--- config.mk ---
export PLATFORM = sky130hd
export DESIGN_NAME = xmodem_checksum_receiver_core
export DESIGN_NICKNAME = d
export VERILOG_FILES = /design/src/rtl/xcr_pkg.sv /design/src/rtl/xcr_front.sv /design/src/rtl/xcr_back.sv /design/src/rtl/xmodem_checksum_receiver_core.sv
export SDC_FILE = /design/constraint.sdc
export NUM_CORES = 1
export LEC_CHECK = 0
export ABC_AREA = 1
export BUFFER_PORTS_ARGS = -buffer_cell sky130_fd_sc_hd__buf_2
export CELL_PAD_IN_SITES_DETAIL_PLACEMENT = 1
export CELL_PAD_IN_SITES_GLOBAL_PLACEMENT = 1
export CORE_MARGIN = 2
export CORE_UTILIZATION = 40
export DETAILED_ROUTE_END_ITERATION = 8
export HOLD_SLACK_MARGIN = 0.03
export PLACE_DENSITY_LB_ADDON = 0.1
export RECOVER_POWER = 25
export SYNTH_ARGS = -nofsm -noshare
export SYNTH_HDL_FRONTEND = slang
export SYNTH_SLANG_ARGS = --single-unit
--- constraint.sdc ---
create_clock -name clk -period 8.73 [get_ports clk]
set_clock_uncertainty 0.15 [all_clocks]
set_input_delay 1.3095 -clock clk [delete_from_list [all_inputs] [get_ports clk]]
set_output_delay 1.3095 -clock clk [all_outputs]
set_load 0.05 [all_outputs]
--- src/rtl/xcr_pkg.sv ---
package xcr_pkg;

  localparam int QueueDepthDef = 4;

  localparam logic [7:0] PosFirstData = 8'd3;
  localparam logic [7:0] PosChecksum  = 8'd131;
  localparam logic [7:0] PosNumber    = 8'd1;
  localparam logic [7:0] PosInverse   = 8'd2;
  localparam logic [7:0] PosStart     = 8'd0;
  localparam logic [7:0] BlockStep    = 8'd128;
  localparam logic [7:0] ComplementOk = 8'hFF;
  localparam logic [7:0] SeqFirst     = 8'd1;

  localparam logic [7:0] CH_SOH = 8'h01;
  localparam logic [7:0] CH_EOT = 8'h04;
  localparam logic [7:0] CH_ACK = 8'h06;
  localparam logic [7:0] CH_NAK = 8'h15;
  localparam logic [7:0] CH_CAN = 8'h18;

  localparam logic [15:0] TimeoutReset  = 16'd3000;
  localparam logic [7:0]  InnerLimReset = 8'd10;
  localparam logic [7:0]  OuterLimReset = 8'd3;
  localparam logic [31:0] BaseReset     = 32'd0;

  localparam int TdataW = 64;

  typedef enum logic {
    CMD_BYTE = 1'b0,
    CMD_TICK = 1'b1
  } cmd_kind_t;

  typedef struct packed {
    cmd_kind_t  kind;
    logic [7:0] data;
  } cmd_t;

  typedef struct packed {
    logic valid;
    cmd_t cmd;
  } q_head_t;

  typedef enum logic [3:0] {
    ST_BYTE     = 4'd0,
    ST_ACCEPTED = 4'd1,
    ST_EOT      = 4'd2,
    ST_TIMEOUT  = 4'd3,
    ST_GAVE_UP  = 4'd4,
    ST_BAD_SOH  = 4'd5,
    ST_BAD_CPL  = 4'd6,
    ST_BAD_SUM  = 4'd7,
    ST_SEQ_ERR  = 4'd8
  } status_t;

  typedef enum logic [1:0] {
    REG_TIMEOUT = 2'd0,
    REG_INNER   = 2'd1,
    REG_OUTER   = 2'd2,
    REG_BASE    = 2'd3
  } reg_idx_t;

  typedef struct packed {
    logic        tx_valid;
    logic [7:0]  tx_byte;
    logic        stage_valid;
    logic [6:0]  stage_offset;
    logic [7:0]  stage_byte;
    logic        commit;
    logic [31:0] commit_address;
    status_t     status;
    logic        last;
  } result_t;

endpackage

--- src/rtl/xcr_front.sv ---
module xcr_front #(
  parameter int QueueDepth = xcr_pkg::QueueDepthDef
) (
  input  logic             clk,
  input  logic             rst_n,
  input  logic             in_tvalid,
  output logic             in_tready,
  input  logic             in_tuser,
  input  logic [7:0]       in_tdata,
  output xcr_pkg::q_head_t head,
  input  logic             pop
);

  localparam int AW = (QueueDepth > 1) ? $clog2(QueueDepth) : 1;
  localparam int CW = $clog2(QueueDepth + 1);

  xcr_pkg::cmd_t  mem_r [QueueDepth];
  logic [AW-1:0]  wr_ptr_r, wr_ptr_nxt;
  logic [AW-1:0]  rd_ptr_r, rd_ptr_nxt;
  logic [CW-1:0]  count_r, count_nxt;
  logic           push;
  logic           do_pop;
  xcr_pkg::cmd_t  cmd_in;

  assign cmd_in.kind = in_tuser ? xcr_pkg::CMD_TICK : xcr_pkg::CMD_BYTE;
  assign cmd_in.data = in_tdata;

  assign in_tready = (count_r != CW'(QueueDepth));
  assign push      = in_tvalid && in_tready;
  assign do_pop    = pop && head.valid;

  assign head.valid = (count_r != '0);
  assign head.cmd   = mem_r[rd_ptr_r];

  always_comb begin
    wr_ptr_nxt = wr_ptr_r;
    rd_ptr_nxt = rd_ptr_r;
    count_nxt  = count_r;
    if (push) begin
      wr_ptr_nxt = (wr_ptr_r == AW'(QueueDepth - 1)) ? '0 : wr_ptr_r + 1'b1;
    end
    if (do_pop) begin
      rd_ptr_nxt = (rd_ptr_r == AW'(QueueDepth - 1)) ? '0 : rd_ptr_r + 1'b1;
    end
    if (push && !do_pop) begin
      count_nxt = count_r + 1'b1;
    end else if (!push && do_pop) begin
      count_nxt = count_r - 1'b1;
    end
  end

  always_ff @(posedge clk) begin
    if (!rst_n) begin
      wr_ptr_r <= '0;
      rd_ptr_r <= '0;
      count_r  <= '0;
    end else begin
      wr_ptr_r <= wr_ptr_nxt;
      rd_ptr_r <= rd_ptr_nxt;
      count_r  <= count_nxt;
    end
  end

  always_ff @(posedge clk) begin
    if (push) begin
      mem_r[wr_ptr_r] <= cmd_in;
    end
  end

  a_count_bound: assert property (@(posedge clk) disable iff (!rst_n)
    count_r <= CW'(QueueDepth))
    else $error("queue count beyond depth");

  a_pop_nonempty: assert property (@(posedge clk) disable iff (!rst_n)
    pop |-> count_r != '0)
    else $error("pop from empty queue");

endmodule

--- src/rtl/xcr_back.sv ---
module xcr_back (
  input  logic                       clk,
  input  logic                       rst_n,
  input  xcr_pkg::q_head_t           head,
  output logic                       pop,
  input  logic                       cfg_valid,
  output logic                       cfg_ready,
  input  logic [1:0]                 cfg_index,
  input  logic [31:0]                cfg_data,
  output logic                       out_tvalid,
  input  logic                       out_tready,
  output logic [xcr_pkg::TdataW-1:0] out_tdata,
  output logic [3:0]                 out_tuser,
  output logic                       out_tlast
);

  logic [15:0] timeout_r, timeout_nxt;
  logic [7:0]  inner_lim_r, inner_lim_nxt;
  logic [7:0]  outer_lim_r, outer_lim_nxt;
  logic [31:0] base_r, base_nxt;

  logic [7:0]  pos_r, pos_nxt;
  logic [7:0]  start_r, start_nxt;
  logic [7:0]  blk_r, blk_nxt;
  logic [7:0]  inv_r, inv_nxt;
  logic [7:0]  sum_r, sum_nxt;
  logic [7:0]  seq_r, seq_nxt;
  logic [31:0] waddr_r, waddr_nxt;
  logic [15:0] tick_r, tick_nxt;
  logic [7:0]  inner_r, inner_nxt;
  logic [7:0]  outer_left_r, outer_left_nxt;
  logic        fin_r, fin_nxt;

  logic              out_valid_r, out_valid_nxt;
  logic              pend_r, pend_nxt;
  xcr_pkg::result_t  out_r, out_nxt;

  logic              room;
  logic              res_v;
  logic              two;
  xcr_pkg::result_t  res;
  xcr_pkg::result_t  gave_up;
  logic [15:0]       tick_inc;
  logic [7:0]        inner_inc;
  logic [7:0]        b;
  logic              new_pkt;

  assign cfg_ready = 1'b1;
  assign room      = !out_valid_r || out_tready;
  assign pop       = head.valid && room && !pend_r;
  assign tick_inc  = tick_r + 16'd1;
  assign inner_inc = inner_r + 8'd1;
  assign b         = head.cmd.data;

  always_comb begin
    gave_up          = '0;
    gave_up.tx_valid = 1'b1;
    gave_up.tx_byte  = xcr_pkg::CH_NAK;
    gave_up.status   = xcr_pkg::ST_GAVE_UP;
    gave_up.last     = 1'b1;
  end

  always_comb begin
    timeout_nxt    = timeout_r;
    inner_lim_nxt  = inner_lim_r;
    outer_lim_nxt  = outer_lim_r;
    base_nxt       = base_r;
    pos_nxt        = pos_r;
    start_nxt      = start_r;
    blk_nxt        = blk_r;
    inv_nxt        = inv_r;
    sum_nxt        = sum_r;
    seq_nxt        = seq_r;
    waddr_nxt      = waddr_r;
    tick_nxt       = tick_r;
    inner_nxt      = inner_r;
    outer_left_nxt = outer_left_r;
    fin_nxt        = fin_r;
    res            = '0;
    res.status     = xcr_pkg::ST_BYTE;
    res_v          = 1'b0;
    two            = 1'b0;
    new_pkt        = 1'b0;

    if (pop && !fin_r) begin
      if (head.cmd.kind == xcr_pkg::CMD_TICK) begin
        tick_nxt = tick_inc;
        if (tick_inc >= timeout_r) begin
          tick_nxt     = '0;
          inner_nxt    = inner_inc;
          res_v        = 1'b1;
          res.tx_valid = 1'b1;
          res.tx_byte  = xcr_pkg::CH_NAK;
          res.status   = xcr_pkg::ST_TIMEOUT;
          if (inner_inc >= inner_lim_r) begin
            two = 1'b1;
            if (outer_left_r <= 8'd1) begin
              seq_nxt        = xcr_pkg::SeqFirst;
              outer_left_nxt = outer_lim_r;
            end else begin
              outer_left_nxt = outer_left_r - 8'd1;
            end
            new_pkt = 1'b1;
          end else begin
            res.last = 1'b1;
          end
        end
      end else begin
        inner_nxt = '0;
        res_v     = 1'b1;
        res.last  = 1'b1;
        if (pos_r == xcr_pkg::PosStart) begin
          start_nxt = b;
        end
        if (pos_r == xcr_pkg::PosNumber) begin
          blk_nxt = b;
        end
        if (pos_r == xcr_pkg::PosInverse) begin
          inv_nxt = b;
        end
        if (pos_r == xcr_pkg::PosStart && b == xcr_pkg::CH_EOT) begin
          res.tx_valid = 1'b1;
          res.tx_byte  = xcr_pkg::CH_ACK;
          res.status   = xcr_pkg::ST_EOT;
          fin_nxt      = 1'b1;
        end else if (pos_r >= xcr_pkg::PosFirstData && pos_r < xcr_pkg::PosChecksum) begin
          sum_nxt          = sum_r + b;
          res.stage_valid  = 1'b1;
          res.stage_offset = 7'(pos_r - xcr_pkg::PosFirstData);
          res.stage_byte   = b;
          pos_nxt          = pos_r + 8'd1;
        end else if (pos_r < xcr_pkg::PosChecksum) begin
          pos_nxt = pos_r + 8'd1;
        end else begin
          res.tx_valid   = 1'b1;
          res.tx_byte    = xcr_pkg::CH_NAK;
          outer_left_nxt = outer_lim_r;
          new_pkt        = 1'b1;
          if (start_r != xcr_pkg::CH_SOH) begin
            res.status = xcr_pkg::ST_BAD_SOH;
          end else if ((blk_r ^ inv_r) != xcr_pkg::ComplementOk) begin
            res.status = xcr_pkg::ST_BAD_CPL;
          end else if (blk_r != seq_r) begin
            res.tx_byte = xcr_pkg::CH_CAN;
            res.status  = xcr_pkg::ST_SEQ_ERR;
            seq_nxt     = xcr_pkg::SeqFirst;
          end else if (sum_r != b) begin
            res.status = xcr_pkg::ST_BAD_SUM;
          end else begin
            res.tx_byte        = xcr_pkg::CH_ACK;
            res.status         = xcr_pkg::ST_ACCEPTED;
            res.commit         = 1'b1;
            res.commit_address = waddr_r;
            waddr_nxt          = waddr_r + 32'(xcr_pkg::BlockStep);
            seq_nxt            = seq_r + 8'd1;
          end
        end
      end
      if (new_pkt) begin
        pos_nxt   = '0;
        sum_nxt   = '0;
        tick_nxt  = '0;
        inner_nxt = '0;
      end
    end

    if (cfg_valid && cfg_ready) begin
      unique case (xcr_pkg::reg_idx_t'(cfg_index))
        xcr_pkg::REG_TIMEOUT: timeout_nxt = cfg_data[15:0];
        xcr_pkg::REG_INNER:   inner_lim_nxt = cfg_data[7:0];
        xcr_pkg::REG_OUTER: begin
          outer_lim_nxt  = cfg_data[7:0];
          outer_left_nxt = cfg_data[7:0];
        end
        xcr_pkg::REG_BASE: begin
          base_nxt  = cfg_data;
          waddr_nxt = cfg_data;
        end
        default: ;
      endcase
    end
  end

  always_comb begin
    out_valid_nxt = out_valid_r;
    pend_nxt      = pend_r;
    out_nxt       = out_r;
    if (room) begin
      if (pend_r) begin
        out_valid_nxt = 1'b1;
        out_nxt       = gave_up;
        pend_nxt      = 1'b0;
      end else if (res_v) begin
        out_valid_nxt = 1'b1;
        out_nxt       = res;
        pend_nxt      = two;
      end else begin
        out_valid_nxt = 1'b0;
      end
    end
  end

  always_ff @(posedge clk) begin
    if (!rst_n) begin
      timeout_r    <= xcr_pkg::TimeoutReset;
      inner_lim_r  <= xcr_pkg::InnerLimReset;
      outer_lim_r  <= xcr_pkg::OuterLimReset;
      base_r       <= xcr_pkg::BaseReset;
      pos_r        <= '0;
      start_r      <= '0;
      blk_r        <= '0;
      inv_r        <= '0;
      sum_r        <= '0;
      seq_r        <= xcr_pkg::SeqFirst;
      waddr_r      <= xcr_pkg::BaseReset;
      tick_r       <= '0;
      inner_r      <= '0;
      outer_left_r <= xcr_pkg::OuterLimReset;
      fin_r        <= 1'b0;
      out_valid_r  <= 1'b0;
      pend_r       <= 1'b0;
    end else begin
      timeout_r    <= timeout_nxt;
      inner_lim_r  <= inner_lim_nxt;
      outer_lim_r  <= outer_lim_nxt;
      base_r       <= base_nxt;
      pos_r        <= pos_nxt;
      start_r      <= start_nxt;
      blk_r        <= blk_nxt;
      inv_r        <= inv_nxt;
      sum_r        <= sum_nxt;
      seq_r        <= seq_nxt;
      waddr_r      <= waddr_nxt;
      tick_r       <= tick_nxt;
      inner_r      <= inner_nxt;
      outer_left_r <= outer_left_nxt;
      fin_r        <= fin_nxt;
      out_valid_r  <= out_valid_nxt;
      pend_r       <= pend_nxt;
    end
  end

  always_ff @(posedge clk) begin
    out_r <= out_nxt;
  end

  assign out_tvalid = out_valid_r;
  assign out_tdata  = {6'b0, out_r.commit_address, out_r.commit, out_r.stage_byte,
                       out_r.stage_offset, out_r.stage_valid, out_r.tx_byte, out_r.tx_valid};
  assign out_tuser  = out_r.status;
  assign out_tlast  = out_r.last;

  a_pend_has_first: assert property (@(posedge clk) disable iff (!rst_n)
    pend_r |-> out_valid_r && !out_r.last)
    else $error("second result pending without its first");

  a_fin_sticks: assert property (@(posedge clk) disable iff (!rst_n)
    fin_r |=> fin_r)
    else $error("transfer end flag cleared");

  a_pos_bound: assert property (@(posedge clk) disable iff (!rst_n)
    pos_r <= xcr_pkg::PosChecksum)
    else $error("byte position beyond packet");

  a_commit_ack: assert property (@(posedge clk) disable iff (!rst_n)
    out_valid_r && out_r.commit |-> out_r.status == xcr_pkg::ST_ACCEPTED
      && out_r.tx_byte == xcr_pkg::CH_ACK)
    else $error("commit without acceptance");

endmodule

--- src/rtl/xmodem_checksum_receiver_core.sv ---
// XMODEM receiver with an additive checksum. Each input item is a received byte (tuser low)
// or a millisecond tick (tuser high); the block frames 132-byte packets, offers data bytes
// for staging, answers with ACK, NAK or CAN and commits good blocks at an advancing address.
// It takes one item per clock cycle unless the output stalls or a second result is pending;
// a result passes through the input queue and output register. A tick that gives up a packet
// yields two results; a short queue in front absorbs that and any stall on the result side.
// Configuration writes are taken at any time but are meant for an idle block.
module xmodem_checksum_receiver_core #(
  parameter int QueueDepth = xcr_pkg::QueueDepthDef
) (
  input  logic                       clk,
  input  logic                       rst_n,
  input  logic                       in_tvalid,
  output logic                       in_tready,
  input  logic [7:0]                 in_tdata,   // rx_byte
  input  logic                       in_tuser,   // func
  output logic                       out_tvalid,
  input  logic                       out_tready,
  // tx_valid, tx_byte, stage_valid, stage_offset, stage_byte, commit, commit_address
  output logic [xcr_pkg::TdataW-1:0] out_tdata,
  output logic [3:0]                 out_tuser,  // status
  output logic                       out_tlast,
  input  logic                       cfg_valid,
  output logic                       cfg_ready,
  input  logic [1:0]                 cfg_index,
  input  logic [31:0]                cfg_data
);

  xcr_pkg::q_head_t head;
  logic             pop;

  xcr_front #(
    .QueueDepth(QueueDepth)
  ) u_front (
    .clk       (clk),
    .rst_n     (rst_n),
    .in_tvalid (in_tvalid),
    .in_tready (in_tready),
    .in_tuser  (in_tuser),
    .in_tdata  (in_tdata),
    .head      (head),
    .pop       (pop)
  );

  xcr_back u_back (
    .clk        (clk),
    .rst_n      (rst_n),
    .head       (head),
    .pop        (pop),
    .cfg_valid  (cfg_valid),
    .cfg_ready  (cfg_ready),
    .cfg_index  (cfg_index),
    .cfg_data   (cfg_data),
    .out_tvalid (out_tvalid),
    .out_tready (out_tready),
    .out_tdata  (out_tdata),
    .out_tuser  (out_tuser),
    .out_tlast  (out_tlast)
  );

endmodule
==> results of run 1 <==
[critical path, stage by stage, from the launching register on]
cell and delay [ns]:
dfxtp_1 0.39, ha_1 0.21, nand3_1 0.13, nor3_2 0.18, nand3_1 0.16, nor3_2 0.21
nand3_1 0.18, o21ai_0 0.19, nand2_1 0.10, ha_1 0.28, nand2_1 0.08, nor3_1 0.27
nand3_1 0.27, nand4_1 0.30, nand2_1 0.36, a21oi_4 0.21, buf_4 0.62
[cell families (layout without fill, tap and decap cells)]
logic type,Yosys count,after routing,share of synthesized area
and+or+nand+nor,830,830,0.2799
buffers and inverters,302,412,0.09606
xor gates and xnor gates,34,34,0.02246
DFF,251,251,0.4507
adders and majority gates,49,49,0.04737
other,2,10,0.0005664
AOI/OAI and AO/OA,260,260,0.1030
[power breakdown]
part	internal, W	switching, W	leakage, nW
registers	0.00147	0.000125	2.17
clock network	0.000720	0.000497	0.470
logic	0.000360	0.00126	3.96
[flip-flops by register name, indices dropped and copies added (netlist names), 16 cells and up, named ones only]
name	count
u_back.waddr_r	32
u_back.timeout_r	16
u_back.tick_r	16
u_back.out_tdata	55
u_front.mem_r	36
[stage by stage]
step                      power (W)  cell area [um^2]  setup slack [ns]    util  hold slack (ns)
after CTS                  0.004482             15040             3.936  0.4611           0.3131
final                      0.004432             15020             4.009  0.4606           0.3117
after global placement     0.003214             14090             4.100  0.4321           0.2941
after floorplan            0.002835             13290             2.453       -           0.2800
after detailed placement   0.003251             14090             3.962  0.4321           0.3034
after global routing       0.004692             15020             3.513  0.4606           0.3370
[per-layer routing]
layer | track usage | part of all wire | vias up | wire length, um
met5 | 0 | 0 | - | 0
met2 | 0.3787 | 0.47 | 155 | 17900
met4 | 0.05039 | 0.022 | 0 | 838
met3 | 0.02387 | 0.027 | 48 | 1044
met1 | 0.3011 | 0.48 | 5546 | 18320
li1 | - | - | 5795 | -
[final timing paths]
path	from	endpoint	slack (ns)
max	u_back.tick_r[0]$_SDFFE_PN0P_	u_back.out_tdata[27]$_SDFFCE_PP0P_	4.01
min	u_back.waddr_r[1]$_SDFFE_PN0P_	u_back.waddr_r[1]$_SDFFE_PN0P_	0.31
max reg2reg	u_back.tick_r[0]$_SDFFE_PN0P_	u_back.out_tdata[27]$_SDFFCE_PP0P_	4.01
min reg2reg	u_back.waddr_r[1]$_SDFFE_PN0P_	u_back.waddr_r[1]$_SDFFE_PN0P_	0.31
[placed cells by master (no fill, tap or decap), types with 26 or more instances in the layout]
cell type	n
xor2_1	26
inv_1	225
nand4_1	42
nand3_1	112
nor2_1	183
nand2_1	415
o21ai_0	89
a21oi_1	138
dfxtp_1	156
edfxtp_1	95
clkbuf_16	29
ha_1	47
buf_2	97
[final cells by class]
cell class              count  area share
clock buffers              36     0.05205
multi-input cells        1183      0.4032
clock inverters            18     0.01099
well taps                 442     0.03681
inverters                 243     0.06113
repair buffers            115     0.03806
flip-flops and latches    251      0.3978
==> flow_summary.json, run 1 <==
{
  "status": "finished, violations left",
  "violations": "max-capacitance violations, max-slew violations",
  "cp_max_fo": 59,
  "fp.dieH_um": 186.1,
  "syn_area_um2": 13260,
  "ys_seq_area_frac": 0.4507,
  "ant_nets": 0,
  "synth_edf_count": 95,
  "drt-pass1-iter-count": 5,
  "worst_pin_slew_ns": 3.274,
  "fin_crit_sh": 0.5408,
  "synth_most_common_cell": "nand2_1",
  "cts-root-buf": "clkbuf_16",
  "tns_ns": 0,
  "synth_area_leaders": "dfxtp_1 24%, edfxtp_1 22%, nand2_1 12%",
  "setup-violations-final": 0,
  "clockBufferDepth": 3,
  "worstHoldPathType": "flop to flop",
  "post_cts_buffers": 0,
  "slew_headroom": -1.183,
  "leakage_nw": 6.606,
  "start_util": 0.4065,
  "routed_via_density": 5.045,
  "dp_cells": 2234,
  "drtIter0Drc": 576,
  "cts_tree": "done",
  "antenna_found_initial": 0,
  "clk_pin_slew_ns": 0.06,
  "drc": 0,
  "final_hold_viol_count": 0,
  "die-area_um2": 34620,
  "synth_cell_types": 45,
  "grt_max_degree": 77,
  "stdcell_count": 2288,
  "critPathKind": "flop to flop",
  "grt_pass1_vias": 11644,
  "ys_ff_latch": 251,
  "seq_area_um2": 5976,
  "critPathLaunchType": "flop",
  "syn_to_final_growth_pct": 13.30,
  "power.density_nw_per_um2": 295.0,
  "worstPathRequired_ns": 8.76,
  "cts_resized": 0,
  "routed_wl_mm": 38.10,
  "top_level_ports": 120,
  "grt.total_usage": 0.2216,
  "drive_gt1_frac": 0.1176,
  "row_count": 66,
  "hold_depth": 2,
  "finalWeightedCongestion": 0.8466,
  "cap_violations": 1,
  "ff2ff_path_depth": 16,
  "cp-end-kind": "flop",
  "diodes": 0,
  "num-fill-cells": 4094,
  "multi_input_area_um2": 6057,
  "crit_arrival_ns": 4.75,
  "max-vdd-ir-drop_v": 0.0001892,
  "core_area_um2": 32620,
  "synthTopCellsByCount": "415 x nand2_1, 225 x inv_1, 183 x nor2_1, 156 x dfxtp_1, 139 x a21oi_1",
  "avgSynthCellArea_um2": 7.674,
  "io_buffers": 109,
  "period_needed_ns": 4.721,
  "hpwl_mm": 27.81,
  "yosys.area.top_type": "dfxtp_1",
  "synthCells": 1728,
  "clock-sinks": 251,
  "cts_hold_buf": 0,
  "grt_pass1_wl_mm": 61.15,
  "nets": 1920,
  "dr_total_vias": 11544,
  "timing.fmax_mhz": 211.8,
  "cts_buffers": 29,
  "yosysWarningCount": 0,
  "wire_per_inst_um": 16.65,
  "drv_slew": 77,
  "rsz0062_at_grt": "false",
  "ys.flop_type": "dfxtp_1",
  "synth_top_area_share": 0.2355,
  "die_w_um": 186.1,
  "cts_max_level": 1,
  "async_flop_share": 0,
  "insertion_delay_ns": 0.55,
  "grt_overflow": 0
}
No activity file was read; power rests on OpenSTA's default activity.
==> inputs of run 2 (changes only) <==
==> constraint.sdc (replaced) <==
create_clock -name clk -period 4.61 [get_ports clk]
set_clock_uncertainty 0.15 [all_clocks]
set_input_delay 0.6915 -clock clk [delete_from_list [all_inputs] [get_ports clk]]
set_output_delay 0.6915 -clock clk [all_outputs]
set_load 0.05 [all_outputs]
==> run 2 against run 1 <==
Via count grew 0.36%. The flow still finishes with violations (max-capacitance violations, max-slew violations). Highest routed layer unchanged. Critical path type unchanged. Non-clock buffer count increased by 12. Largest power group unchanged. Critical endpoint is now u_back.out_tdata[12]$_SDFFCE_PP0P_. Total power increased by 92%.
==> flow_summary.json, run 2 (synthesis gave the netlist of run 1 again) <==
{
  "hpwl_mm": 28.54,
  "drive_gt1_frac": 0.1038,
  "clk_pin_slew_ns": 0.06,
  "diodes": 0,
  "largest_reg_flops": 55,
  "clock-sinks": 251,
  "drv_slew": 54,
  "power.density_nw_per_um2": 564.3,
  "crit_top_cell": "nand3_1",
  "top_level_ports": 120,
  "die-area_um2": 34620,
  "fp.dieH_um": 186.1,
  "routed_wl_mm": 39.24,
  "internal-power_w": 0.004887,
  "path_cells": "ha_1 > nand3_1 > nor3_2 > nand3_1 > nor3_2 > nand3_1 > o21ai_0 > nand2_1 > ha_1 > nand2_1 > nor3_1 > nand3_1 > nand4_1 > nand2_1 > a21oi_4 > buf_12",
  "p_total_w": 0.008523,
  "pwr-share-comb": 0.367,
  "final_cell_mix": "416 x nand2_1, 226 x inv_1, 184 x nor2_1",
  "cp_max_fo": 52,
  "timing.fmax_mhz": 246.5,
  "io_buffers": 109,
  "cp-startpoint": "u_back.tick_r[0]$_SDFFE_PN0P_",
  "grt_pass1_vias": 11848,
  "cap_violations": 2,
  "p_sw_w": 0.003635,
  "drtIter0Drc": 599,
  "num-fill-cells": 4106,
  "drc": 0,
  "insertion_delay_ns": 0.56,
  "setup-violations-final": 0,
  "cp_top_family": "simple AND/OR/NAND/NOR gates",
  "crit_path_top_delay_cell": "dfxtp_1",
  "cts_buffers": 30,
  "post_cts_buffers": 0,
  "worstReg2RegEnd": "u_back.out_tdata[12]$_SDFFCE_PP0P_",
  "p_seq_frac": 0.356,
  "drt-pass1-iter-count": 5,
  "worstHoldPathType": "input port to flop",
  "grt_overflow": 0,
  "final_hold_viol_count": 0,
  "cts_max_level": 1,
  "cts_tree": "done",
  "crit_end": "u_back.out_tdata[12]$_SDFFCE_PP0P_",
  "cp.depth": 16,
  "p_clk_frac": 0.277,
  "fin_crit_sh": 0.8799,
  "path_buf_inv": 1,
  "grt_max_degree": 78,
  "max-vdd-ir-drop_v": 0.0003345,
  "clockBufferDepth": 3,
  "cts_hold_buf": 0,
  "rsz0062_at_grt": "false",
  "critPathKind": "flop to flop",
  "grt_pass1_wl_mm": 62.49,
  "antenna_found_initial": 0,
  "layout.cells.most_common": "nand2_1",
  "worst_pin_slew_ns": 2.022,
  "cts-root-buf": "clkbuf_16",
  "status": "finished, violations left",
  "grt.total_usage": 0.2293,
  "routed_via_density": 5.033,
  "cp-end-kind": "flop",
  "dr_total_vias": 11585,
  "r2r_setup_slack_ns": 0.55,
  "critPathMaxStageDelay_ns": 0.40,
  "nets": 1933,
  "cts_resized": 0,
  "crit_arrival_ns": 4.12,
  "worstPathRequired_ns": 4.68,
  "slew_headroom": -0.3481,
  "die_w_um": 186.1,
  "ant_nets": 0,
  "crit-reg2reg-launch": "u_back.tick_r[0]$_SDFFE_PN0P_",
  "swShare": 0.4265,
  "core_area_um2": 32620,
  "ff2ff_path_depth": 16,
  "row_count": 66,
  "critPathLaunchType": "flop",
  "start_util": 0.4065,
  "leakage_nw": 6.585,
  "violations": "max-capacitance violations, max-slew violations",
  "period_needed_ns": 4.056,
  "finalWeightedCongestion": 0.8412,
  "tns_ns": 0,
  "wire_per_inst_um": 17.05,
  "syn_to_final_growth_pct": 13.91
}
[run 2: cell types whose count changed in the layout (fill, tap and decap cells not counted), moves of 2 or more]
| cell | before | now |
|---|---|---|
| buf_2 | 97 | 67 |
| buf_4 | 5 | 14 |
| clkbuf_1 | 17 | 51 |
| clkbuf_16 | 29 | 31 |
| clkbuf_8 | 3 | 5 |
| clkinv_2 | 9 | 7 |
| nor3_1 | 17 | 19 |
| nor3_2 | 9 | 7 |
[run 2: how the worst min path moves through the flow]
stage	startpoint	end	slack (ns)	depth (start not counted)
2_1_floorplan	u_back.waddr_r[0]$_SDFFE_PN0P_	u_back.waddr_r[0]$_SDFFE_PN0P_	0.28	2
3_3_place_gp	u_back.waddr_r[5]$_SDFFE_PN0P_	u_back.waddr_r[5]$_SDFFE_PN0P_	0.29	2
3_5_place_dp	u_back.waddr_r[1]$_SDFFE_PN0P_	u_back.waddr_r[1]$_SDFFE_PN0P_	0.30	2
4_1_cts	in_tdata[4]	u_front.mem_r[2][4]$_DFFE_PP_	0.19	1
5_1_grt	in_tuser	u_front.mem_r[2][8]$_DFFE_PP_	0.27	1
6_report	in_tdata[2]	u_front.mem_r[1][2]$_DFFE_PP_	0.26	1
[run 2: power by group through the flow]
stage | Sequential (W) | Combinational [W] | Clock (W)
detailed placement | 0.00307 | 0.00317 | 0
global placement | 0.00306 | 0.00309 | 0
global route | 0.00308 | 0.00343 | 0.00250
CTS | 0.00303 | 0.00319 | 0.00241
floorplan | 0.00379 | 0.00157 | 0
finish | 0.00303 | 0.00313 | 0.00236
[run 2: area by class of cell]
| cell class | count | area, um^2 | share of cell area |
|---|---|---|---|
| clock inverters | 14 | 118.9 | 0.007869 |
| multi-input cells | 1183 | 6042 | 0.4000 |
| repair buffers | 127 | 629.4 | 0.04167 |
| clock buffers | 42 | 867.1 | 0.05741 |
| flip-flops and latches | 251 | 5976 | 0.3956 |
| inverters | 243 | 918.4 | 0.06080 |
| well taps | 442 | 553.0 | 0.03661 |
[run 2: per-stage QoR]
step	util	setup slack (ns)	instance area, um^2	hold slack [ns]	cells
final	0.4631	0.5536	15100	0.2589	2302
after floorplan	-	0.1993	13300	0.2800	1736
after CTS	0.4655	0.5403	15180	0.1880	2302
after detailed placement	0.4353	0.5697	14200	0.3005	2246
after global routing	0.4631	0.05122	15100	0.2675	2302
after global placement	0.4353	0.6899	14200	0.2916	2246
[run 2: layer usage]
layer  GRT usage  part of all wire
met1      0.3060              0.47
met5           0                 0
met3     0.02876             0.031
met4     0.04693             0.016
met2      0.3981              0.48
==> inputs of run 3 (changes only) <==
--- a/config.mk
+++ b/config.mk
@@ -9,6 +9,7 @@
 export BUFFER_PORTS_ARGS = -buffer_cell sky130_fd_sc_hd__buf_2
 export CELL_PAD_IN_SITES_DETAIL_PLACEMENT = 1
 export CELL_PAD_IN_SITES_GLOBAL_PLACEMENT = 1
+export CORE_ASPECT_RATIO = 0.5
 export CORE_MARGIN = 2
 export CORE_UTILIZATION = 40
 export DETAILED_ROUTE_END_ITERATION = 8
@@ -18,3 +19,4 @@
 export SYNTH_ARGS = -nofsm -noshare
 export SYNTH_HDL_FRONTEND = slang
 export SYNTH_SLANG_ARGS = --single-unit
+export TNS_END_PERCENT = 50
==> run 3 against run 2 <==
The run still ends with max-capacitance violations, max-slew violations left. Cell count down 0.43%. Sequential power is essentially flat. Sequential cell count unchanged. Core utilization decreased by 0.66 points. Register-to-register slack worse by 0.22 ns. Die area rose by 0.26%. First-iteration DRC count increased by 12%. Critical path type unchanged. Largest cell class unchanged.
==> flow_summary.json, run 3 (synthesis gave the netlist of run 1 again) <==
{
  "setup-violations-final": 0,
  "start_util": 0.4034,
  "status": "finished, violations left",
  "routed_via_density": 5.155,
  "clockBufferDepth": 3,
  "grt_pass1_vias": 12136,
  "nets": 1930,
  "drtIter0Drc": 673,
  "cts-root-buf": "clkbuf_16",
  "worstHoldPathType": "input port to flop",
  "crit_top_cell": "nand3_1",
  "cts_hold_buf": 0,
  "timing.fmax_mhz": 233.9,
  "power.density_nw_per_um2": 557.7,
  "finalWeightedCongestion": 0.8693,
  "crit_path_top_delay_cell": "dfxtp_1",
  "grt.total_usage": 0.2330,
  "cts_resized": 0,
  "fp.dieH_um": 132.7,
  "die_w_um": 261.5,
  "leakage_nw": 6.554,
  "cp_top_family": "simple AND/OR/NAND/NOR gates",
  "stdcell_count": 2292,
  "top_layer": "met4",
  "cts_tree": "done",
  "num-fill-cells": 4104,
  "diodes": 0,
  "largest_reg_flops": 55,
  "place_ws_ns": 0.4038,
  "drt-pass1-iter-count": 5,
  "core_area_um2": 32870,
  "critPathMaxStageDelay_ns": 0.41,
  "antenna_found_initial": 0,
  "syn_to_final_growth_pct": 13.15,
  "clock-sinks": 251,
  "drc": 0,
  "post_cts_buffers": 0,
  "grt_pass1_wl_mm": 64.43,
  "fin_crit_sh": 0.9274,
  "final_hold_viol_count": 0,
  "layout.cells.most_common": "nand2_1",
  "hold_depth": 1,
  "row_count": 47,
  "wl_met2_mm": 18.34,
  "wl_met3_mm": 1.830,
  "cap_violations": 2,
  "grt_overflow": 0,
  "drv_slew": 125,
  "fin_util": 0.4564,
  "critPathKind": "flop to flop",
  "insertion_delay_ns": 0.54,
  "final_cell_mix": "415 x nand2_1, 226 x inv_1, 183 x nor2_1",
  "drive_gt1_frac": 0.1086,
  "cp.depth": 16,
  "max-vdd-ir-drop_v": 0.0002934,
  "clk_pin_slew_ns": 0.07,
  "path_cells": "ha_1 > nand3_1 > nor3_2 > nand3_1 > nor3_2 > nand3_1 > o21ai_0 > nand2_1 > ha_1 > nand2_1 > nor3_1 > nand3_1 > nand4_1 > nand2_1 > a21oi_4 > buf_4",
  "rsz0062_at_grt": "false",
  "ff2ff_path_depth": 16,
  "dp_cells": 2247,
  "die-area_um2": 34710,
  "cts_max_level": 1,
  "cts_buffers": 25,
  "period_needed_ns": 4.275,
  "path_buf_inv": 1,
  "io_buffers": 109,
  "critPathLaunchType": "flop",
  "wl_met1_mm": 19.29,
  "ant_nets": 0,
  "violations": "max-capacitance violations, max-slew violations",
  "crit_arrival_ns": 4.29,
  "tns_ns": 0,
  "wire_per_inst_um": 17.53,
  "setup_slack_ns": 0.3348,
  "cp-end-kind": "flop",
  "worstPathRequired_ns": 4.63,
  "grt_max_degree": 78,
  "top_level_ports": 120,
  "slew_headroom": -1.283,
  "hpwl_mm": 30.41,
  "dr_total_vias": 11816,
  "p_total_w": 0.008368,
  "cp_max_fo": 34,
  "routed_wl_mm": 40.19,
  "worst_pin_slew_ns": 3.425
}
[run 3: report_power, final]
group          internal (W)  switching [W]  total (W)  leakage, nW
registers           0.00279       0.000222    0.00301         2.17
clock network       0.00125       0.000936    0.00219        0.433
logic              0.000701        0.00247    0.00317         3.95
total               0.00474        0.00363    0.00837         6.55
[run 3: final cells by class]
cell class / count / area [um^2] / area share
Clock inverter: 16 / 168.9 / 0.01126
Tap cell: 441 / 551.8 / 0.03677
Clock buffer: 29 / 693.2 / 0.04620
Inverter: 243 / 918.4 / 0.06121
Sequential cell: 251 / 5976 / 0.3983
Timing Repair Buffer: 129 / 639.4 / 0.04261
Multi-Input combinational cell: 1183 / 6057 / 0.4037
[run 3: worst paths after layout]
check                                                     from                            endpoint  slack [ns]
worst min register to register  u_back.waddr_r[6]$_SDFFE_PN0P_      u_back.waddr_r[6]$_SDFFE_PN0P_        0.31
worst max register to register   u_back.tick_r[0]$_SDFFE_PN0P_  u_back.out_tdata[32]$_SDFFCE_PP0P_        0.33
worst max-delay path             u_back.tick_r[0]$_SDFFE_PN0P_  u_back.out_tdata[32]$_SDFFCE_PP0P_        0.33
worst min-delay path                               in_tdata[5]       u_front.mem_r[2][5]$_DFFE_PP_        0.26
[run 3: per-stage QoR]
stage	instance area, um^2	hold slack [ns]
finish	15000	0.2554
global route	15000	0.2691
CTS	15060	0.1869
detailed placement	14200	0.3039
global placement	14200	0.2971
floorplan	13300	0.2800
[run 3: metal layers]
layer  up-vias  global-route usage
met5         -                   0
met4         0             0.04830
met3        54             0.03678
met2       216              0.3824
met1      5742              0.3247
li1       5804                   -
